$ cat src/rtl/rasr_pkg.sv
// ----------------------------------------------------------------------------
// rasr_pkg
// Shared types and constants of the radar ADC sample reorder block: register
// indexes, layout codes, reset values and the result record.
// ----------------------------------------------------------------------------
`default_nettype none

package rasr_pkg;

    // payload widths of the channels
    localparam int BYTE_W       = 8;
    localparam int WORD_W       = 16;
    localparam int RX_IDX_W     = 2;
    localparam int SAMPLE_IDX_W = 10;
    localparam int CHIRP_IDX_W  = 9;
    localparam int CFG_IDX_W    = 2;
    localparam int CFG_DATA_W   = 11;

    // words per group in the four-lane layout
    localparam int LANES = 4;

    // register reset values
    localparam int RX_COUNT_RESET     = 4;
    localparam int SAMPLE_COUNT_RESET = 256;
    localparam int CHIRP_COUNT_RESET  = 128;

    // register indexes on the configuration channel
    typedef enum logic [CFG_IDX_W-1:0] {
        REG_RX_COUNT     = 2'd0,
        REG_SAMPLE_COUNT = 2'd1,
        REG_CHIRP_COUNT  = 2'd2,
        REG_LAYOUT_MODE  = 2'd3
    } cfg_reg_t;

    // layout codes, anything above these gives no output
    typedef logic [1:0] layout_t;
    localparam layout_t LAYOUT_GROUPED   = 2'd0;
    localparam layout_t LAYOUT_FOUR_LANE = 2'd1;

    // one result item
    typedef struct packed {
        logic signed [WORD_W-1:0]       sample_value;
        logic        [RX_IDX_W-1:0]     rx_index;
        logic        [SAMPLE_IDX_W-1:0] sample_index;
        logic        [CHIRP_IDX_W-1:0]  chirp_index;
        logic                           is_imag;
    } result_t;

endpackage

`default_nettype wire

$ cat src/rtl/rasr_cfg_if.sv
// ----------------------------------------------------------------------------
// rasr_cfg_if
// Configuration write channel: register index and write data.
// ----------------------------------------------------------------------------
`default_nettype none

interface rasr_cfg_if
    import rasr_pkg::*;
();
    logic                  valid;
    logic                  ready;
    logic [CFG_IDX_W-1:0]  index;
    logic [CFG_DATA_W-1:0] data;

    modport source (output valid, output index, output data, input ready);
    modport sink   (input valid, input index, input data, output ready);
endinterface

`default_nettype wire

$ cat src/rtl/rasr_byte_if.sv
// ----------------------------------------------------------------------------
// rasr_byte_if
// Raw frame byte channel with its frame start flag.
// ----------------------------------------------------------------------------
`default_nettype none

interface rasr_byte_if
    import rasr_pkg::*;
();
    logic              valid;
    logic              ready;
    logic [BYTE_W-1:0] data_byte;
    logic              frame_start;

    modport source (output valid, output data_byte, output frame_start, input ready);
    modport sink   (input valid, input data_byte, input frame_start, output ready);
endinterface

`default_nettype wire

$ cat src/rtl/rasr_cube_if.sv
// ----------------------------------------------------------------------------
// rasr_cube_if
// Cube entry channel: one ADC word with its destination in the data cube.
// ----------------------------------------------------------------------------
`default_nettype none

interface rasr_cube_if
    import rasr_pkg::*;
();
    logic                           valid;
    logic                           ready;
    logic signed [WORD_W-1:0]       sample_value;
    logic        [RX_IDX_W-1:0]     rx_index;
    logic        [SAMPLE_IDX_W-1:0] sample_index;
    logic        [CHIRP_IDX_W-1:0]  chirp_index;
    logic                           is_imag;

    modport source (output valid, output sample_value, output rx_index,
                    output sample_index, output chirp_index, output is_imag,
                    input ready);
    modport sink   (input valid, input sample_value, input rx_index,
                    input sample_index, input chirp_index, input is_imag,
                    output ready);
endinterface

`default_nettype wire

$ cat src/rtl/rasr_cfg_regs.sv
// ----------------------------------------------------------------------------
// rasr_cfg_regs
// Configuration registers. Counts are held already clamped to 1..MAX so the
// address generator sees only legal values.
// ----------------------------------------------------------------------------
`default_nettype none

module rasr_cfg_regs
    import rasr_pkg::*;
#(
    parameter int MAX_RX      = 4,
    parameter int MAX_SAMPLES = 1024,
    parameter int MAX_CHIRPS  = 512
) (
    input  wire logic       clk,
    input  wire logic       rst_n,
    rasr_cfg_if.sink        cfg,
    output logic [$clog2(MAX_RX+1)-1:0]      rx_num,
    output logic [$clog2(MAX_SAMPLES+1)-1:0] sample_num,
    output logic [$clog2(MAX_CHIRPS+1)-1:0]  chirp_num,
    output layout_t                          layout
);
    localparam int NRW = $clog2(MAX_RX + 1);
    localparam int NSW = $clog2(MAX_SAMPLES + 1);
    localparam int NCW = $clog2(MAX_CHIRPS + 1);

    localparam int RX_RST  = (RX_COUNT_RESET > MAX_RX) ? MAX_RX : RX_COUNT_RESET;
    localparam int SMP_RST = (SAMPLE_COUNT_RESET > MAX_SAMPLES) ? MAX_SAMPLES
                                                                : SAMPLE_COUNT_RESET;
    localparam int CHP_RST = (CHIRP_COUNT_RESET > MAX_CHIRPS) ? MAX_CHIRPS
                                                              : CHIRP_COUNT_RESET;

    logic [NRW-1:0] rx_num_reg;
    logic [NSW-1:0] sample_num_reg;
    logic [NCW-1:0] chirp_num_reg;
    layout_t        layout_reg;

    logic [31:0]    rx_data;
    logic [31:0]    smp_data;
    logic [31:0]    chp_data;
    logic [31:0]    rx_clamp;
    logic [31:0]    smp_clamp;
    logic [31:0]    chp_clamp;

    // writes never stall
    assign cfg.ready = 1'b1;

    // register width first, then zero counts as one and large values saturate
    always_comb
    begin
        rx_data   = 32'(cfg.data[2:0]);
        smp_data  = 32'(cfg.data[10:0]);
        chp_data  = 32'(cfg.data[9:0]);
        rx_clamp  = (rx_data == 32'd0) ? 32'd1 :
                    (rx_data > 32'(MAX_RX)) ? 32'(MAX_RX) : rx_data;
        smp_clamp = (smp_data == 32'd0) ? 32'd1 :
                    (smp_data > 32'(MAX_SAMPLES)) ? 32'(MAX_SAMPLES) : smp_data;
        chp_clamp = (chp_data == 32'd0) ? 32'd1 :
                    (chp_data > 32'(MAX_CHIRPS)) ? 32'(MAX_CHIRPS) : chp_data;
    end

    // register file, one write per transfer
    always_ff @(posedge clk or negedge rst_n)
    begin
        if (!rst_n)
        begin
            rx_num_reg     <= NRW'(RX_RST);
            sample_num_reg <= NSW'(SMP_RST);
            chirp_num_reg  <= NCW'(CHP_RST);
            layout_reg     <= LAYOUT_FOUR_LANE;
        end
        else if (cfg.valid && cfg.ready)
        begin
            case (cfg_reg_t'(cfg.index))
                REG_RX_COUNT:     rx_num_reg     <= NRW'(rx_clamp);
                REG_SAMPLE_COUNT: sample_num_reg <= NSW'(smp_clamp);
                REG_CHIRP_COUNT:  chirp_num_reg  <= NCW'(chp_clamp);
                REG_LAYOUT_MODE:  layout_reg     <= layout_t'(cfg.data[1:0]);
                default:          layout_reg     <= layout_reg;
            endcase
        end
    end

    assign rx_num     = rx_num_reg;
    assign sample_num = sample_num_reg;
    assign chirp_num  = chirp_num_reg;
    assign layout     = layout_reg;

`ifndef SYNTHESIS
    // rx and sample counts never leave their legal range; layout writes are kept
    assert property (@(posedge clk) disable iff (!rst_n)
        rx_num_reg != '0 && 32'(rx_num_reg) <= MAX_RX)
        else $error("rx count out of range");
    assert property (@(posedge clk) disable iff (!rst_n)
        sample_num_reg != '0 && 32'(sample_num_reg) <= MAX_SAMPLES)
        else $error("sample count out of range");
    assert property (@(posedge clk) disable iff (!rst_n)
        cfg.valid && cfg_reg_t'(cfg.index) == REG_LAYOUT_MODE |=>
        layout_reg == $past(cfg.data[1:0]))
        else $error("layout write lost");
`endif

endmodule

`default_nettype wire

$ cat src/rtl/rasr_addr_gen.sv
// ----------------------------------------------------------------------------
// rasr_addr_gen
// Byte pairing and cube position counters. One step per accepted byte; the
// result for a completed word is formed combinationally from the state and byte.
// ----------------------------------------------------------------------------
`default_nettype none

module rasr_addr_gen
    import rasr_pkg::*;
#(
    parameter int MAX_RX      = 4,
    parameter int MAX_SAMPLES = 1024,
    parameter int MAX_CHIRPS  = 512
) (
    input  wire logic                               clk,
    input  wire logic                               rst_n,
    input  wire logic                               step,
    input  wire logic [BYTE_W-1:0]                  data_byte,
    input  wire logic                               frame_start,
    input  wire logic [$clog2(MAX_RX+1)-1:0]        rx_num,
    input  wire logic [$clog2(MAX_SAMPLES+1)-1:0]   sample_num,
    input  wire logic [$clog2(MAX_CHIRPS+1)-1:0]    chirp_num,
    input  wire layout_t                            layout,
    output logic                                    res_valid,
    output result_t                                 res
);
    localparam int NRW = $clog2(MAX_RX + 1);
    localparam int NSW = $clog2(MAX_SAMPLES + 1);
    localparam int NCW = $clog2(MAX_CHIRPS + 1);
    localparam int RPW = (MAX_RX > 1) ? $clog2(MAX_RX) : 1;
    localparam int SPW = $clog2(MAX_SAMPLES);
    localparam int CPW = (MAX_CHIRPS > 1) ? $clog2(MAX_CHIRPS) : 1;
    localparam int LPW = ($clog2(2 * MAX_RX) > 2) ? $clog2(2 * MAX_RX) : 2;

    typedef struct packed {
        logic [SPW-1:0] s;
        logic [RPW-1:0] r;
        logic [CPW-1:0] c;
        logic           wrap;
    } elem_t;

    // step one complex element: sample, then receiver, then chirp
    function automatic elem_t next_elem(elem_t e, logic [NSW-1:0] ns,
                                        logic [NRW-1:0] nr, logic [NCW-1:0] nc);
        elem_t          o;
        logic [SPW:0]   s_inc;
        logic [RPW:0]   r_inc;
        logic [CPW:0]   c_inc;
        logic           s_w;
        logic           r_w;
        logic           c_w;
        s_inc  = {1'b0, e.s} + 1'b1;
        r_inc  = {1'b0, e.r} + 1'b1;
        c_inc  = {1'b0, e.c} + 1'b1;
        s_w    = s_inc >= (SPW+1)'(ns);
        r_w    = r_inc >= (RPW+1)'(nr);
        c_w    = c_inc >= (CPW+1)'(nc);
        o.s    = s_w ? '0 : s_inc[SPW-1:0];
        o.r    = !s_w ? e.r : (r_w ? '0 : r_inc[RPW-1:0]);
        o.c    = !(s_w && r_w) ? e.c : (c_w ? '0 : c_inc[CPW-1:0]);
        o.wrap = s_w && r_w && c_w;
        return o;
    endfunction

    // sample and chirp range check for the grouped layout
    function automatic logic in_range_sc(elem_t e, logic [NSW-1:0] ns,
                                         logic [NCW-1:0] nc);
        return (SPW+1)'(e.s) < (SPW+1)'(ns) && (CPW+1)'(e.c) < (CPW+1)'(nc);
    endfunction

    logic [BYTE_W-1:0] low_reg,   low_next;
    logic              phase_reg, phase_next;
    logic [LPW-1:0]    lane_reg,  lane_next;
    logic [RPW-1:0]    rx_reg,    rx_next;
    logic [SPW-1:0]    smp_reg,   smp_next;
    logic [CPW-1:0]    chp_reg,   chp_next;
    logic              full_reg,  full_next;

    logic              eff_phase;
    logic [LPW-1:0]    cur_lane;
    elem_t             cur;
    logic              cur_full;
    elem_t             e1;
    elem_t             e2;
    logic [WORD_W-1:0] word;
    logic [NRW:0]      two_nr;
    logic [LPW:0]      lane_inc;
    logic [SPW:0]      g_s_inc;
    logic [CPW:0]      g_c_inc;
    logic              g_s_wrap;
    logic              g_c_wrap;
    logic              lane_lt_nr;
    logic              in_range;
    logic [1:0]        q_lane;

    // a frame start clears the position state before the byte is used
    always_comb
    begin
        eff_phase = frame_start ? 1'b0 : phase_reg;
        cur_lane  = frame_start ? '0 : lane_reg;
        cur.s     = frame_start ? '0 : smp_reg;
        cur.r     = frame_start ? '0 : rx_reg;
        cur.c     = frame_start ? '0 : chp_reg;
        cur.wrap  = 1'b0;
        cur_full  = frame_start ? 1'b0 : full_reg;
        word      = {data_byte, low_reg};
        e1        = next_elem(cur, sample_num, rx_num, chirp_num);
        e2        = next_elem(e1, sample_num, rx_num, chirp_num);
        two_nr    = {rx_num, 1'b0};
        lane_inc  = {1'b0, cur_lane} + 1'b1;
        g_s_inc   = {1'b0, cur.s} + 1'b1;
        g_c_inc   = {1'b0, cur.c} + 1'b1;
        g_s_wrap  = g_s_inc >= (SPW+1)'(sample_num);
        g_c_wrap  = g_c_inc >= (CPW+1)'(chirp_num);
        lane_lt_nr = (LPW+1)'(cur_lane) < (LPW+1)'(rx_num);
        in_range  = (SPW+1)'(cur.s) < (SPW+1)'(sample_num) &&
                    (RPW+1)'(cur.r) < (RPW+1)'(rx_num) &&
                    (CPW+1)'(cur.c) < (CPW+1)'(chirp_num);
        q_lane    = cur_lane[1:0];
    end

    // next state and result for one byte
    always_comb
    begin
        low_next   = low_reg;
        phase_next = !eff_phase;
        lane_next  = cur_lane;
        rx_next    = cur.r;
        smp_next   = cur.s;
        chp_next   = cur.c;
        full_next  = cur_full;
        res_valid  = 1'b0;
        res.sample_value = word;
        res.rx_index     = RX_IDX_W'(cur.r);
        res.sample_index = SAMPLE_IDX_W'(cur.s);
        res.chirp_index  = CHIRP_IDX_W'(cur.c);
        res.is_imag      = 1'b0;

        if (!eff_phase)
        begin
            low_next = data_byte;
        end
        else if (!cur_full && layout == LAYOUT_GROUPED)
        begin
            // grouped rows: real per receiver, then imaginary per receiver
            if ((LPW+1)'(cur_lane) >= (LPW+1)'(two_nr) || !in_range_sc(cur, sample_num,
                chirp_num))
            begin
                full_next = 1'b1;
            end
            else
            begin
                res_valid    = 1'b1;
                res.is_imag  = !lane_lt_nr;
                res.rx_index = lane_lt_nr ? RX_IDX_W'(cur_lane)
                                          : RX_IDX_W'(cur_lane - LPW'(rx_num));
                if ((LPW+1)'(lane_inc) >= (LPW+1)'(two_nr))
                begin
                    lane_next = '0;
                    if (g_s_wrap)
                    begin
                        smp_next = '0;
                        if (g_c_wrap)
                        begin
                            chp_next  = '0;
                            full_next = 1'b1;
                        end
                        else
                        begin
                            chp_next = g_c_inc[CPW-1:0];
                        end
                    end
                    else
                    begin
                        smp_next = g_s_inc[SPW-1:0];
                    end
                end
                else
                begin
                    lane_next = lane_inc[LPW-1:0];
                end
            end
        end
        else if (!cur_full && layout == LAYOUT_FOUR_LANE)
        begin
            // four lanes: imag, imag, real, real over elements 2g and 2g+1
            if (!in_range)
            begin
                full_next = 1'b1;
            end
            else
            begin
                res_valid   = !(q_lane[0] && e1.wrap);
                res.is_imag = !q_lane[1];
                if (q_lane[0])
                begin
                    res.rx_index     = RX_IDX_W'(e1.r);
                    res.sample_index = SAMPLE_IDX_W'(e1.s);
                    res.chirp_index  = CHIRP_IDX_W'(e1.c);
                end
                if (q_lane == 2'(LANES - 1))
                begin
                    lane_next = '0;
                    smp_next  = e1.wrap ? e1.s : e2.s;
                    rx_next   = e1.wrap ? e1.r : e2.r;
                    chp_next  = e1.wrap ? e1.c : e2.c;
                    full_next = e1.wrap || e2.wrap;
                end
                else
                begin
                    lane_next = LPW'(q_lane) + 1'b1;
                end
            end
        end
    end

    // position state, moves once per accepted byte
    always_ff @(posedge clk or negedge rst_n)
    begin
        if (!rst_n)
        begin
            low_reg   <= '0;
            phase_reg <= 1'b0;
            lane_reg  <= '0;
            rx_reg    <= '0;
            smp_reg   <= '0;
            chp_reg   <= '0;
            full_reg  <= 1'b0;
        end
        else if (step)
        begin
            low_reg   <= low_next;
            phase_reg <= phase_next;
            lane_reg  <= lane_next;
            rx_reg    <= rx_next;
            smp_reg   <= smp_next;
            chp_reg   <= chp_next;
            full_reg  <= full_next;
        end
    end

`ifndef SYNTHESIS
    // a word completes only on the second byte of a pair
    assert property (@(posedge clk) disable iff (!rst_n)
        step && res_valid |-> phase_reg && !frame_start && !full_reg)
        else $error("result without a completed word");
    // destination always inside the configured cube
    assert property (@(posedge clk) disable iff (!rst_n)
        step && res_valid |-> (NRW+1)'(res.rx_index) < (NRW+1)'(rx_num) &&
        (SAMPLE_IDX_W+2)'(res.sample_index) < (SAMPLE_IDX_W+2)'(sample_num) &&
        (CHIRP_IDX_W+2)'(res.chirp_index) < (CHIRP_IDX_W+2)'(chirp_num))
        else $error("destination outside the cube");
    // bytes alternate between low and high within a frame
    assert property (@(posedge clk) disable iff (!rst_n)
        step && !frame_start |=> phase_reg != $past(phase_reg))
        else $error("byte pairing lost");
    // a frame start always leaves a pending low byte
    assert property (@(posedge clk) disable iff (!rst_n)
        step && frame_start |=> phase_reg && !full_reg)
        else $error("frame start did not restart pairing");
`endif

endmodule

`default_nettype wire

$ cat src/rtl/radar_adc_sample_reorder.sv
// ----------------------------------------------------------------------------
// radar_adc_sample_reorder
// Turns a raw radar capture byte stream into ADC words tagged with their
// receiver, sample, chirp and real/imaginary destination in the data cube.
//
//   channel | dir  | payload                                           | width
//   cfg     | in   | index, data                                       | 2, 11
//   frame   | in   | data_byte, frame_start                            | 8, 1
//   cube    | out  | sample_value, rx_index, sample_index, chirp_index,| 16,2,10,
//           |      | is_imag                                           | 9, 1
//
// One byte accepted per cycle unless the cube channel stalls; a result leaves
// after the high byte of its word through the input, then result register.
// Throughput is set by the single position-update step per byte.
// Reset clears the position counters and loads the register defaults.
// A stalled cube channel holds the result register; input is accepted while
// the input register is empty or the result register is free or being taken.
// ----------------------------------------------------------------------------
`default_nettype none

module radar_adc_sample_reorder
    import rasr_pkg::*;
#(
    parameter int MAX_RX      = 4,
    parameter int MAX_SAMPLES = 1024,
    parameter int MAX_CHIRPS  = 512
) (
    input  wire logic    clk,
    input  wire logic    rst_n,
    rasr_cfg_if.sink     cfg,
    rasr_byte_if.sink    frame,
    rasr_cube_if.source  cube
);
    localparam int NRW = $clog2(MAX_RX + 1);
    localparam int NSW = $clog2(MAX_SAMPLES + 1);
    localparam int NCW = $clog2(MAX_CHIRPS + 1);

    logic [NRW-1:0]    rx_num;
    logic [NSW-1:0]    sample_num;
    logic [NCW-1:0]    chirp_num;
    layout_t           layout;

    logic              in_valid_reg;
    logic [BYTE_W-1:0] in_byte_reg;
    logic              in_start_reg;
    logic              out_valid_reg, out_valid_next;
    result_t           out_res_reg;

    logic              advance;
    logic              step;
    logic              res_valid;
    result_t           res;

    // configuration registers
    rasr_cfg_regs #(
        .MAX_RX      (MAX_RX),
        .MAX_SAMPLES (MAX_SAMPLES),
        .MAX_CHIRPS  (MAX_CHIRPS)
    ) u_cfg (
        .clk        (clk),
        .rst_n      (rst_n),
        .cfg        (cfg),
        .rx_num     (rx_num),
        .sample_num (sample_num),
        .chirp_num  (chirp_num),
        .layout     (layout)
    );

    // handshake: the input stage moves when the result register can take
    assign advance     = !out_valid_reg || cube.ready;
    assign step        = in_valid_reg && advance;
    assign frame.ready = !in_valid_reg || advance;

    // input register
    always_ff @(posedge clk or negedge rst_n)
    begin
        if (!rst_n)
        begin
            in_valid_reg <= 1'b0;
        end
        else if (frame.ready)
        begin
            in_valid_reg <= frame.valid;
        end
    end

    always_ff @(posedge clk)
    begin
        if (frame.valid && frame.ready)
        begin
            in_byte_reg  <= frame.data_byte;
            in_start_reg <= frame.frame_start;
        end
    end

    // byte pairing and cube addressing
    rasr_addr_gen #(
        .MAX_RX      (MAX_RX),
        .MAX_SAMPLES (MAX_SAMPLES),
        .MAX_CHIRPS  (MAX_CHIRPS)
    ) u_addr (
        .clk         (clk),
        .rst_n       (rst_n),
        .step        (step),
        .data_byte   (in_byte_reg),
        .frame_start (in_start_reg),
        .rx_num      (rx_num),
        .sample_num  (sample_num),
        .chirp_num   (chirp_num),
        .layout      (layout),
        .res_valid   (res_valid),
        .res         (res)
    );

    // result register
    always_comb
    begin
        out_valid_next = out_valid_reg;
        if (advance)
        begin
            out_valid_next = step && res_valid;
        end
    end

    always_ff @(posedge clk or negedge rst_n)
    begin
        if (!rst_n)
        begin
            out_valid_reg <= 1'b0;
        end
        else
        begin
            out_valid_reg <= out_valid_next;
        end
    end

    always_ff @(posedge clk)
    begin
        if (step && res_valid)
        begin
            out_res_reg <= res;
        end
    end

    assign cube.valid        = out_valid_reg;
    assign cube.sample_value = out_res_reg.sample_value;
    assign cube.rx_index     = out_res_reg.rx_index;
    assign cube.sample_index = out_res_reg.sample_index;
    assign cube.chirp_index  = out_res_reg.chirp_index;
    assign cube.is_imag      = out_res_reg.is_imag;

`ifndef SYNTHESIS
    // a held result is never overwritten while stalled
    assert property (@(posedge clk) disable iff (!rst_n)
        out_valid_reg && !cube.ready |=> out_valid_reg && $stable(out_res_reg))
        else $error("stalled result overwritten");
    // the input stage never drops a byte while blocked
    assert property (@(posedge clk) disable iff (!rst_n)
        in_valid_reg && !advance |=> in_valid_reg && $stable(in_byte_reg))
        else $error("input byte lost under stall");
    // a result appears only after a stepped byte
    assert property (@(posedge clk) disable iff (!rst_n)
        $rose(out_valid_reg) |-> $past(step))
        else $error("result without an input transfer");
`endif

endmodule

`default_nettype wire
$ cat src/flat_wrapper.sv
// flat-port wrapper written by rule: the top's interface ports become plain ports
module radar_adc_sample_reorder_flat import rasr_pkg::*;
#(
    parameter int MAX_RX      = 4,
    parameter int MAX_SAMPLES = 1024,
    parameter int MAX_CHIRPS  = 512
)
  (clk, rst_n, cfg_valid, cfg_index, cfg_data, cfg_ready, frame_valid, frame_data_byte, frame_frame_start, frame_ready, cube_valid, cube_sample_value, cube_rx_index, cube_sample_index, cube_chirp_index, cube_is_imag, cube_ready);
  rasr_cfg_if cfg_i ();
  rasr_byte_if frame_i ();
  rasr_cube_if cube_i ();
  input  wire logic clk;
  input  wire logic rst_n;
  input wire logic [$bits(cfg_i.valid)-1:0] cfg_valid;
  input wire logic [$bits(cfg_i.index)-1:0] cfg_index;
  input wire logic [$bits(cfg_i.data)-1:0] cfg_data;
  output wire logic [$bits(cfg_i.ready)-1:0] cfg_ready;
  input wire logic [$bits(frame_i.valid)-1:0] frame_valid;
  input wire logic [$bits(frame_i.data_byte)-1:0] frame_data_byte;
  input wire logic [$bits(frame_i.frame_start)-1:0] frame_frame_start;
  output wire logic [$bits(frame_i.ready)-1:0] frame_ready;
  output wire logic [$bits(cube_i.valid)-1:0] cube_valid;
  output wire logic [$bits(cube_i.sample_value)-1:0] cube_sample_value;
  output wire logic [$bits(cube_i.rx_index)-1:0] cube_rx_index;
  output wire logic [$bits(cube_i.sample_index)-1:0] cube_sample_index;
  output wire logic [$bits(cube_i.chirp_index)-1:0] cube_chirp_index;
  output wire logic [$bits(cube_i.is_imag)-1:0] cube_is_imag;
  input wire logic [$bits(cube_i.ready)-1:0] cube_ready;
  assign cfg_i.valid = cfg_valid;
  assign cfg_i.index = cfg_index;
  assign cfg_i.data = cfg_data;
  assign cfg_ready = cfg_i.ready;
  assign frame_i.valid = frame_valid;
  assign frame_i.data_byte = frame_data_byte;
  assign frame_i.frame_start = frame_frame_start;
  assign frame_ready = frame_i.ready;
  assign cube_valid = cube_i.valid;
  assign cube_sample_value = cube_i.sample_value;
  assign cube_rx_index = cube_i.rx_index;
  assign cube_sample_index = cube_i.sample_index;
  assign cube_chirp_index = cube_i.chirp_index;
  assign cube_is_imag = cube_i.is_imag;
  assign cube_i.ready = cube_ready;
  radar_adc_sample_reorder #(.MAX_RX(MAX_RX), .MAX_SAMPLES(MAX_SAMPLES), .MAX_CHIRPS(MAX_CHIRPS)) u_core (.clk(clk), .rst_n(rst_n), .cfg(cfg_i), .frame(frame_i), .cube(cube_i));
endmodule
$ cat config.mk
export PLATFORM = sky130hd
export DESIGN_NAME = radar_adc_sample_reorder_flat
export DESIGN_NICKNAME = d
export VERILOG_FILES = /design/src/rtl/rasr_pkg.sv /design/src/rtl/rasr_cfg_if.sv /design/src/rtl/rasr_byte_if.sv /design/src/rtl/rasr_cube_if.sv /design/src/rtl/rasr_cfg_regs.sv /design/src/rtl/rasr_addr_gen.sv /design/src/rtl/radar_adc_sample_reorder.sv /design/src/flat_wrapper.sv
export SDC_FILE = /design/constraint.sdc
export NUM_CORES = 1
export LEC_CHECK = 0
export BUFFER_PORTS_ARGS = -buffer_cell sky130_fd_sc_hd__buf_2
export CAP_MARGIN = 20
export CORE_MARGIN = 5
export CORE_UTILIZATION = 55
export DETAILED_ROUTE_END_ITERATION = 6
export PLACE_DENSITY = 0.77
export SLEW_MARGIN = 10
export SYNTH_ARGS = -nofsm -noshare
export SYNTH_HDL_FRONTEND = slang
export SYNTH_SLANG_ARGS = --single-unit
$ cat constraint.sdc
create_clock -name clk -period 6.8 [get_ports clk]
set_clock_uncertainty 0.05 [all_clocks]
set_input_delay 2.04 -clock clk [delete_from_list [all_inputs] [get_ports clk]]
set_output_delay 2.04 -clock clk [all_outputs]
set_load 0.01 [all_outputs]
* Word level (Yosys, flattened, before mapping) *
Cells that the tools add are included.
Widths: inputs -> output; s select.

operators by class
  add/subtract/negate cells = 9
  $lt $le $gt $ge = 15
  equal/unequal tests = 5
  muxes and demuxes = 76
  bitwise logic cells = 1
  reductions and logical operators = 35

operators with widths
  operator               number
  $mux 10                13
  $mux 9                 14
  $mux 22                3
  $mux 3                 10
  $mux 2                 14
  $add 10x1->11 const B  2
  $ge 11x11->1           2
  $mux 11                2
  $mux 21                1
  $add 9x1->10 const B   2
  $ge 10x10->1           2
  $mux 19                1
  $mux 1                 18
  $logic_and 1x1->1      13
  $gt 11x11->1 const B   1
  $logic_not 11->1       1
  $lt 10x11->1           1
  $gt 10x10->1 const B   1
  $logic_not 10->1       1
  $lt 9x10->1            1
  $reduce_and 2->1       5
  $add 2x1->3 const B    3
  $logic_not 1->1        8
  $eq 2x2->1 const B     3
  13 further kinds       19

word-level totals
  bits in registers = 109
  output and inout bits = 41
  logic and storage cells = 161

* Depth between registers and ports, before layout *
Gate-level depths: netlist of run 1.

  depth in word-level cells = 15
  mapped depth = 34
  gate-level depth less buffers = 29

* By module *
A second synthesis of run 1 with hierarchy kept.

unflattened totals
  cell total of the unflattened synthesis = 925
  area total of the unflattened synthesis = 8315.5 µm²

modules (own cells, without submodules)
  module                    instances  cells an instance  area an instance (µm²)  sequential area each (µm²)
  rasr_addr_gen             1          759                5651.7                  850.8
  radar_adc_sample_reorder  1          57                 1522.7                  1461.4
  rasr_cfg_regs             1          109                1141.1                  655.6

* Least setup slack after synthesis of run 1 *
No wires, ideal clock.

  path type = reg2reg
  start point = register u_core.in_start_reg
  end point = register u_core.u_addr.chp_reg[5]
  data arrival time = 6335 ps
  data required time = 6628 ps
  slack = 293 ps
  stages on the path, launching flop included = 33
  path buffers = 4
  cell sequence = edfxtp_1 buf_6 nand2b_1 nor2_1 and3_1 and3_1 clkbuf_1 xor2_1 ha_1 and4_1 a21oi_1 a2bb2oi_4 and2_1 clkbuf_1 nand2_1 inv_1 ha_1 and3_1 nand4_1 nor3_1 xnor2_1 nor2_1 ha_1 a21o_1 a21oi_1 nand2b_1 a21o_1 nand2_1 clkbuf_1 nor3b_2 a211o_1 a21bo_1 a32o_1

between the ends
  longest elaborated chain between the ends = 15
  elaborated cells between the ends (all ways) = 52

RTL lines
  what                                                line                                       source
  from (decl)                                         radar_adc_sample_reorder.sv:45             logic in_start_reg;
  from (signal assigned)                              radar_adc_sample_reorder.sv:92             in_start_reg <= frame.frame_start;
  $mux 9, or another cell as far along                rasr_addr_gen.sv:103                       cur.c = frame_start ? '0 : chp_reg;
  $add 9x1->10, or another cell as far along          rasr_addr_gen.sv:54, rasr_addr_gen.sv:112
  $ge 10x10->1, or another cell as far along          rasr_addr_gen.sv:57, rasr_addr_gen.sv:114
  $mux 9, or another cell as far along                rasr_addr_gen.sv:60, rasr_addr_gen.sv:163
  $mux 9 / $mux 2 (equally long branches)             rasr_addr_gen.sv:60, rasr_addr_gen.sv:59
  $add 9x1->10 / $add 2x1->3 (equally long branches)  rasr_addr_gen.sv:54, rasr_addr_gen.sv:53
  $ge 10x10->1 / $ge 3x3->1 (equally long branches)   rasr_addr_gen.sv:57, rasr_addr_gen.sv:56
  $mux 9 / $logic_and 1x1->1 (equally long branches)  rasr_addr_gen.sv:60                        o.c = !(s_w && r_w) ? e.c : (c_w ? '0 : c_inc[CPW-1:0]);
  $mux 9                                              rasr_addr_gen.sv:60
  $mux 9                                              rasr_addr_gen.sv:206                       chp_next = e1.wrap ? e1.c : e2.c;
  $mux 9                                              rasr_addr_gen.sv:201                       if (q_lane == 2'(LANES - 1))
  $mux 9                                              rasr_addr_gen.sv:187                       if (!in_range)
  $mux 9                                              rasr_addr_gen.sv:184                       else if (!cur_full && layout == LAYOUT_FOUR_LANE)
  $mux 9                                              rasr_addr_gen.sv:143                       else if (!cur_full && layout == LAYOUT_GROUPED)
  $mux 9 *                                            rasr_addr_gen.sv:139                       if (!eff_phase)
  to (signal assigned)                                rasr_addr_gen.sv:237                       chp_reg <= chp_next;
  to (decl)                                           rasr_addr_gen.sv:76                        logic [CPW-1:0] chp_reg, chp_next;

Every way passes the cells marked *; elsewhere a longest branch is shown, timed or not.
A chain may end at the register's enable or synchronous reset.

* Final worst setup path of run 1 *
  start point = register u_core.in_start_reg
  end point = register u_core.u_addr.chp_reg[7]

Same word-level chain as after synthesis.

==> impl_metrics.py, run 1 <==
metrics = {
    "setup_path": {
        "worstSetupPathType": "reg -> reg",
        "rrSetupSlack_ps": 270,
        "slowest_delay_ps": 510,
        "arrival_ps": 6740,
        "worstRegToRegCells": 30,
        "critPathLaunchType": "flop",
        "cpMaxStageDelayCell": "edfxtp_1",
        "critPathCapture": "u_core.u_addr.chp_reg[7]",
        "worstPathRequired_ps": 7010,
        "r2r-end": "u_core.u_addr.chp_reg[7]",
        "end_kind": "flop",
        "r2r-start": "u_core.in_start_reg",
        "cp_max_fo": 8,
        "startpoint": "u_core.in_start_reg",
    },
    "floorplanning": {
        "fp-row-count": 44,
        "die_area_um2": 17600,
        "die_h_um": 133,
        "num_io_pins": 68,
        "core_area_um2": 14600,
        "initial_core_util_pct": 56.4,
        "die_x_um": 133,
    },
    "sta": {
        "min_period_over_period_pct": 96.1,
        "worst_pin_slew_ps": 1140,
        "relSlewSlack_pct": 23.3,
        "setup_viol": 0,
        "fin_crit_ps": 6530,
        "finalSetupTns_ps": 0,
        "hold_viol_final": 0,
        "fmax_ghz": 0.153,
        "slew_violations": 0,
    },
    "grt": {
        "grt_use_met3_pct": 6.72,
        "busiest_layer": "met2",
        "grt_pass1_vias": 7205,
        "grt_pass1_wl_um": 40200,
        "use_met1_pct": 41.4,
        "grt_overflow": 0,
        "grt.total_usage_pct": 29.0,
        "grtUsageMet2_pct": 44.4,
        "grt_max_degree": 63,
        "antenna_found_initial": 0,
    },
    "power": {
        "ir_drop_uv": 156,
        "pwr_density_cell_nw_per_um2": 244,
        "p_leak_nw": 4.02,
    },
    "synthesis": {
        "synth.distinct_cells": 81,
        "avgSynthCellArea_um2": 9.04,
        "synthesis.nets": 1018,
        "async_flop_share_pct": 56.9,
        "syn_area_um2": 8260,
        "synth-seq-area-share_pct": 35.9,
        "ys_warn_count": 0,
        "synth_seq_cells": 109,
        "synth_edf_count": 47,
        "synth-main-ff-cell": "dfrtp_1",
        "synthCells": 914,
    },
    "clocking": {
        "cts_sinks": 109,
        "cts_tree": "built",
        "cts_buffers": 9,
        "clkLatencyLatePin_ps": 370,
        "htreeDepth": 3,
        "clockBufferDepth": 2,
        "cts_root_buffer": "clkbuf_16",
        "clkSlewWorstSetupHoldPaths_ps": 80,
    },
    "status": {
        "status": "complete, no violations",
    },
    "layout": {
        "diodes": 0,
        "final_common_cell": "nand2_1",
        "final_cells": 1176,
        "nets": 1091,
        "layout_common_cells": "nand2_1 (95), ha_1 (77), nor2_1 (69)",
        "largest_reg_flops": 16,
        "drive_gt1_share_pct": 17.9,
        "area_growth_pct": 12.6,
    },
    "route": {
        "wl_per_cell_um": 21.9,
        "vias": 7686,
        "drtIter0Drc": 1023,
        "avgViaCountPerCell": 6.54,
        "drtPass1Iterations": 6,
        "drc": 0,
        "drtAntennaViolNets": 0,
        "wirelength_um": 25800,
    },
    "place": {
        "dp_hpwl_um": 19500,
        "dp_cells": 1158,
        "gp_congestion": 1.01,
        "portBuffers": 66,
    },
    "flow_run": {
        "drv_cap": 0,
    },
    "min_path": {
        "hp-class": "reg -> reg",
    },
}
[final cells by class]
type / instances / area (um2)
Clock buffer: 9 / 225
Clock inverter: 7 / 93.8
Fill cell: 1276 / 5340
Inverter: 47 / 176
Multi-Input combinational cell: 717 / 5000
Sequential cell: 109 / 2970
Tap cell: 184 / 230
Timing Repair Buffer: 103 / 608
[cell usage after synthesis (5+ instances only)]
cell      instances  share of area (%)
nand2_1          96                4.4
ha_1             77                 12
nor2_1           70                3.2
a21oi_1          63                3.8
o21ai_0          60                3.6
dfrtp_1          58                 18
edfxtp_1         47                 17
inv_1            44                2.0
clkbuf_1         30                1.4
nand3_1          25                1.5
nand2b_1         22                1.7
nor3_1           20                1.2
a22o_1           19                2.0
mux2_2           15                2.0
xnor2_1          15                1.6
nor2b_1          14                1.1
xor2_1           12                1.3
a21o_1           11                1.0
nand4_1          11               0.83
a22oi_1          10               0.91
and3_1           10               0.76
a211oi_1          9               0.82
nor4_1            9               0.68
o211ai_1          9               0.82
o21a_1            9               0.82
and2_1            8               0.61
buf_2             8               0.48
a221oi_1          7               0.74
mux2i_1           7               0.85
o21ai_1           7               0.42
a31oi_1           6               0.45
nor3b_1           6               0.55
a211o_1           5               0.53
a32o_1            5               0.61
nand3b_1          5               0.45
o22ai_1           5               0.38
[layer usage]
| layer | routed length [um] | vias up | part of all wire (%) |
|---|---|---|---|
| met3 | 2940 | 64 | 11 |
| li1 | - | 3529 | - |
| met1 | 11000 | 3636 | 43 |
| met2 | 11200 | 457 | 43 |
| met4 | 661 | 0 | 2.6 |
| met5 | 0 | - | 0 |
[how the worst min path moves through the flow]
stage / startpoint / endpoint / cells after the start
finish: u_core.u_addr.low_reg[7] / u_core.cube.sample_value[7] / 0
floorplan: u_core.u_addr.low_reg[0] / u_core.cube.sample_value[0] / 0
global placement: u_core.u_addr.low_reg[7] / u_core.cube.sample_value[7] / 0
CTS: u_core.u_addr.low_reg[7] / u_core.cube.sample_value[7] / 0
global route: u_core.u_addr.low_reg[6] / u_core.cube.sample_value[6] / 0
detailed placement: u_core.u_addr.low_reg[7] / u_core.cube.sample_value[7] / 0
[critical path, delay by kind of cell (launching register included)]
| kind | cells | cell delay (ps) |
|---|---|---|
| simple gates | 15 | 3120 |
| buf+inv | 4 | 460 |
| xor+xnor | 2 | 420 |
| fa+ha+maj | 3 | 730 |
| flops | 1 | 510 |
| compound gates | 6 | 1130 |
[through the flow]
step	utilization [%]	hold WS, ps	setup WS (ps)	total power, mW	area, um2
finish	63.6	397	268	2.27	9310
global placement	61.0	372	269	1.67	8930
CTS	63.1	397	158	2.24	9250
detailed placement	61.0	378	209	1.68	8930
floorplan	-	369	293	1.40	8260
global route	63.6	406	-31.0	2.38	9310
[what timing repair did]
action	CTS	global route
hold buffers	0	0
setup endpoints to repair	0	14
buffers inserted	0	2
gates resized for setup	0	11
hold endpoints to repair	0	0
[report_power, final]
group	total, mW	switching, mW	internal, mW
Clock	0.560	0.292	0.269
Sequential	0.843	0.0671	0.776
Combinational	0.864	0.551	0.312
[logic make-up after synthesis]
| group | after synthesis | share of synthesized area, % |
|---|---|---|
| xor gates and xnor gates | 27 | 2.86 |
| other | 1 | 0.0454 |
| DFF | 109 | 35.9 |
| buffers and inverters | 88 | 4.30 |
| and+or+nand+nor | 321 | 19.8 |
| muxes | 22 | 2.89 |
| AOI/OAI and AO/OA | 268 | 22.4 |
| adders and majority gates | 78 | 11.8 |
(Power assumes the default switching activity.)
==> run 2, diff against run 1 <==
--- a/config.mk
+++ b/config.mk
@@ -10,6 +10,7 @@
 export CORE_MARGIN = 5
 export CORE_UTILIZATION = 55
 export DETAILED_ROUTE_END_ITERATION = 6
+export MAX_ROUTING_LAYER = met4
 export PLACE_DENSITY = 0.77
 export SLEW_MARGIN = 10
 export SYNTH_ARGS = -nofsm -noshare
==> impl_metrics.py, run 2 (synthesis gave the netlist of run 1 again) <==
metrics = {
    "layout": {
        "final_util_pct": 63.4,
        "fillers": 1248,
        "diodes": 0,
        "final_common_cell": "nand2_1",
        "largest_reg_flops": 16,
        "nets": 1090,
        "drive_gt1_share_pct": 17.9,
        "layout_common_cells": "nand2_1 (95), ha_1 (76), nor2_1 (69)",
        "final_area_um2": 9280,
        "area_growth_pct": 12.3,
        "final_cells": 1175,
    },
    "status": {
        "status": "complete, no violations",
    },
    "sta": {
        "min_period_over_period_pct": 95.1,
        "fin_crit_ps": 6470,
        "finalSetupTns_ps": 0,
        "fmax_ghz": 0.155,
        "setup_slack_ps": 333,
        "relSlewSlack_pct": 35.8,
        "rsz0062_at_grt": "false",
        "hold_ws_ps": 393,
        "worst_pin_slew_ps": 961,
        "setup_viol": 0,
        "hold_viol_final": 0,
        "slew_violations": 0,
    },
    "route": {
        "wl_per_cell_um": 21.6,
        "drtPass1Iterations": 6,
        "avgViaCountPerCell": 6.56,
        "drc": 0,
        "drtIter0Drc": 1032,
        "vias": 7711,
        "wirelength_um": 25400,
        "drtAntennaViolNets": 0,
    },
    "place": {
        "gp_congestion": 1.04,
        "place_area_um2": 8920,
        "dp_cells": 1158,
        "portBuffers": 66,
        "place_ws_ps": 234,
        "dp_hpwl_um": 19300,
    },
    "clocking": {
        "clockBufferDepth": 2,
        "cts_buffers": 9,
        "clkSlewWorstSetupHoldPaths_ps": 80,
        "cts_hold_buf": 0,
        "htreeDepth": 3,
        "cts_root_buffer": "clkbuf_16",
        "cts_tree": "built",
        "clkLatencyLatePin_ps": 380,
        "cts_sinks": 109,
    },
    "power": {
        "power.switching_mw": 0.898,
        "p_clk_share_pct": 25.0,
        "pwr_density_cell_nw_per_um2": 243,
        "total_power_mw": 2.25,
        "seq_power_share_pct": 37.3,
        "p_leak_nw": 4.01,
        "p_int_mw": 1.35,
        "combPwrFrac_pct": 37.7,
        "power_switching_share_pct": 39.9,
        "ir_drop_uv": 162,
    },
    "grt": {
        "grt_pass1_wl_um": 39600,
        "grt_pass1_vias": 7138,
        "antenna_found_initial": 0,
        "grt_overflow": 0,
        "grt_max_degree": 63,
        "grt.total_usage_pct": 29.3,
    },
    "floorplanning": {
        "num_io_pins": 68,
        "die_x_um": 133,
        "initial_core_util_pct": 56.4,
        "die_h_um": 133,
        "core_area_um2": 14600,
        "fp-row-count": 44,
        "die_area_um2": 17600,
    },
    "setup_path": {
        "end_kind": "flop",
        "cpMaxStageDelayCell": "or3b_1",
        "arrival_ps": 6720,
        "critPathLaunchType": "flop",
        "worstPathRequired_ps": 7050,
        "cp_common_cell": "a21oi_1",
        "worstSetupPathType": "reg -> reg",
        "cp_max_fo": 10,
        "slowest_delay_ps": 460,
    },
    "flow_run": {
        "drv_cap": 0,
    },
    "min_path": {
        "hp-class": "reg -> reg",
    },
}
run 2: changes by cell type in the layout (fill, tap and decap cells not counted), sizes merged:
cell	change
buf	-1
run 2: timing repair:
| action | 4_1_cts | 5_1_grt |
|---|---|---|
| buffers inserted | 0 | 1 |
| setup endpoints to repair | 0 | 17 |
| gates resized for setup | 0 | 10 |
run 2: path summary, 6_finish.rpt:
kind	start	to	slack, ps	depth (start not counted)
max	u_core.in_start_reg	u_core.u_addr.chp_reg[7]	330	26
min	u_core.u_addr.low_reg[1]	u_core.cube.sample_value[1]	390	0
max reg2reg	u_core.in_start_reg	u_core.u_addr.chp_reg[7]	330	26
min reg2reg	u_core.u_addr.low_reg[1]	u_core.cube.sample_value[1]	390	0
max in group asynchronous	rst_n	u_core.u_addr.smp_reg[2]	4290	2
min in group asynchronous	rst_n	u_core.cube.valid	1800	2
run 2: area by class of cell:
| class | count | area, um2 | share of cell area [%] |
|---|---|---|---|
| sequential | 109 | 2970 | 32.0 |
| clock inverter | 7 | 93.8 | 1.01 |
| multi-input combinational | 717 | 4990 | 53.7 |
| timing repair buffer | 102 | 601 | 6.47 |
| tap | 184 | 230 | 2.48 |
| inverter | 47 | 176 | 1.90 |
| clock buffer | 9 | 225 | 2.43 |
run 2: routing by layer:
layer | global-route usage, % | wire (um) | vias up
met5 | - | 0 | -
li1 | - | - | 3534
met1 | 39.1 | 10700 | 3611
met2 | 42.7 | 11000 | 488
met4 | 9.41 | 796 | 0
met3 | 9.26 | 3010 | 78
run 2: power groups by stage:
stage	sequential, mW	combinational [mW]	clock, mW
after CTS	0.838	0.822	0.571
after detailed placement	0.851	0.816	0
after global placement	0.848	0.804	0
final	0.841	0.849	0.562
after global routing	0.850	0.922	0.594
after floorplan	0.836	0.564	0
run 2: worst max-delay path, delay by kind of cell, from the launching register on:
kind | cells | cell delay, ps
AO/OA/AOI/OAI | 9 | 1920
XOR/XNOR | 1 | 110
adder cells (fa/ha/maj) | 3 | 750
buffers and inverters | 2 | 400
flip-flops | 1 | 410
AND/OR/NAND/NOR | 11 | 2740
==> run 3, diff against run 2 <==
--- a/config.mk
+++ b/config.mk
@@ -5,6 +5,7 @@
 export SDC_FILE = /design/constraint.sdc
 export NUM_CORES = 1
 export LEC_CHECK = 0
+export ABC_AREA = 1
 export BUFFER_PORTS_ARGS = -buffer_cell sky130_fd_sc_hd__buf_2
 export CAP_MARGIN = 20
 export CORE_MARGIN = 5
==> impl_metrics.py, run 3 <==
metrics = {
    "sta": {
        "fmax_ghz": 0.162,
        "rsz0062_at_grt": "false",
        "relSlewSlack_pct": 28.9,
        "finalSetupTns_ps": 0,
        "fin_crit_ps": 6170,
        "hold_viol_final": 0,
        "setup_viol": 0,
        "worst_pin_slew_ps": 1060,
        "hold_ws_ps": 396,
        "slew_violations": 0,
        "min_period_over_period_pct": 90.7,
    },
    "setup_path": {
        "critPathLaunchType": "flop",
        "cpLargestDelayFamily": "simple AND/OR/NAND/NOR gates",
        "startpoint": "u_core.in_start_reg",
        "end_kind": "flop",
        "worstPathRequired_ps": 7050,
        "rrSetupSlack_ps": 630,
        "cp.depth": 38,
        "arrival_ps": 6420,
        "worstSetupPathType": "reg -> reg",
        "r2r-end": "u_core.u_addr.chp_reg[2]",
        "critPathCapture": "u_core.u_addr.chp_reg[2]",
        "crit_buf_inv": 6,
        "cpMaxStageDelayCell": "edfxtp_1",
        "worstRegToRegCells": 38,
        "cp_max_fo": 18,
        "r2r-start": "u_core.in_start_reg",
        "slowest_delay_ps": 470,
    },
    "clocking": {
        "clkLatencyLatePin_ps": 370,
        "cts_root_buffer": "clkbuf_16",
        "cts_buffers": 9,
        "htreeDepth": 3,
        "clockBufferDepth": 2,
        "cts_hold_buf": 0,
        "cts_tree": "built",
        "cts_sinks": 109,
        "clkSlewWorstSetupHoldPaths_ps": 80,
    },
    "route": {
        "drtIter0Drc": 787,
        "vias": 8225,
        "wirelength_um": 24600,
        "avgViaCountPerCell": 5.74,
        "drc": 0,
        "drtAntennaViolNets": 0,
        "wl_per_cell_um": 17.2,
        "drtPass1Iterations": 6,
    },
    "place": {
        "dp_cells": 1414,
        "dp_hpwl_um": 18900,
        "gp_congestion": 1.06,
        "place_area_um2": 9180,
        "portBuffers": 66,
    },
    "power": {
        "ir_drop_uv": 170,
        "p_leak_nw": 4.73,
        "pwr_density_cell_nw_per_um2": 307,
    },
    "synthesis": {
        "yosysMostFrequentCell": "nand2_1",
        "netlist.area_leader.share_pct": 16.8,
        "synthCells": 1151,
        "synth.distinct_cells": 61,
        "synth-main-ff-cell": "dfrtp_1",
        "async_flop_share_pct": 56.9,
        "synth-seq-area-share_pct": 34.3,
        "ys_warn_count": 0,
        "syn_area_um2": 8640,
        "synth_seq_cells": 109,
        "synth_edf_count": 47,
        "synth_area_leaders": "dfrtp_1 (17%), edfxtp_1 (16%), ha_1 (11%), nand2_1 (11%), inv_1 (6.8%)",
        "synthesis.nets": 1255,
        "avgSynthCellArea_um2": 7.51,
        "synth_commonest_cells": "nand2_1 (250), inv_1 (157), nor2_1 (111), a21oi_1 (100), ha_1 (77)",
        "yosys.area.top_type": "dfrtp_1",
    },
    "floorplanning": {
        "core_area_um2": 15300,
        "num_io_pins": 68,
        "initial_core_util_pct": 56.4,
        "die_x_um": 135,
        "fp-row-count": 45,
        "die_area_um2": 18300,
        "die_h_um": 135,
    },
    "grt": {
        "grt_use_met3_pct": 3.23,
        "grt_pass1_vias": 7470,
        "use_met1_pct": 40.1,
        "busiest_layer": "met2",
        "grtUsageMet2_pct": 42.7,
        "grt.total_usage_pct": 28.0,
        "grt_pass1_wl_um": 39400,
        "antenna_found_initial": 0,
        "grt_max_degree": 63,
        "grt_overflow": 0,
    },
    "layout": {
        "diodes": 0,
        "drive_gt1_share_pct": 14.9,
        "final_cells": 1432,
        "largest_reg_flops": 16,
        "area_growth_pct": 10.3,
        "fillers": 1459,
        "final_common_cell": "nand2_1",
        "final_area_um2": 9530,
        "layout_common_cells": "nand2_1 (250), inv_1 (157), nor2_1 (109)",
        "nets": 1320,
    },
    "min_path": {
        "hp-class": "reg -> reg",
    },
    "status": {
        "status": "complete, no violations",
    },
    "flow_run": {
        "drv_cap": 0,
    },
}
## run 3: cell families (layout without fill, tap and decap cells)
family	Yosys count	count (layout)	synth area share [%]
multiplexers	8	8	1.04
AO/OA/AOI/OAI	259	259	17.0
XOR/XNOR	11	11	1.11
other	1	1	0.0434
flip-flops	109	109	34.3
adder cells (fa/ha/maj)	78	78	11.3
buffers and inverters	201	271	9.57
AND/OR/NAND/NOR	484	484	25.6
## run 3: through the flow
| step | setup slack, ps | utilization [%] | total power, mW |
|---|---|---|---|
| after floorplan | 752 | - | 1.94 |
| after global placement | 628 | 60.0 | 2.31 |
| after detailed placement | 370 | 60.0 | 2.33 |
| after CTS | 351 | 62.0 | 2.88 |
| after global routing | 15.4 | 62.3 | 3.14 |
| final | 634 | 62.3 | 2.92 |
## run 3: worst min path at each step
stage,start,to,slack [ps],cells after the start
6_report,u_core.u_addr.low_reg[3],u_core.cube.sample_value[3],400,0
5_1_grt,u_core.in_byte_reg[5],u_core.cube.sample_value[13],400,0
4_1_cts,u_core.u_addr.low_reg[6],u_core.cube.sample_value[6],400,0
3_5_place_dp,u_core.u_addr.low_reg[0],u_core.cube.sample_value[0],380,0
3_3_place_gp,u_core.u_addr.low_reg[1],u_core.cube.sample_value[1],370,0
2_1_floorplan,u_core.u_addr.low_reg[0],u_core.cube.sample_value[0],370,0
## run 3: timing repair
item / in CTS / in global routing
buffers inserted: 0 / 2
gates resized for setup: 0 / 5
setup endpoints to repair: 0 / 9
## run 3: layer usage
| layer | up-vias | routed length, um | share of wire (%) |
|---|---|---|---|
| met5 | - | 0 | 0 |
| met4 | 0 | 526 | 2.1 |
| met3 | 52 | 2060 | 8.4 |
| met2 | 407 | 10900 | 44 |
| met1 | 3798 | 11100 | 45 |
| li1 | 3968 | - | - |
## run 3: cell type report
cell class                 instances  area, um2  area share, %
clock buffer                       9        225           2.36
clock inverter                     7       85.1          0.892
inverter                         173        659           6.92
multi-input combinational        841       4880           51.2
sequential                       109       2970           31.1
tap                              211        264           2.77
timing repair buffer              82        450           4.72
## run 3: power by group
part,switching (mW),internal [mW],leakage [nW]
sequential,0.0711,0.811,1.19
clock,0.283,0.266,0.147
combinational,1.01,0.480,3.39
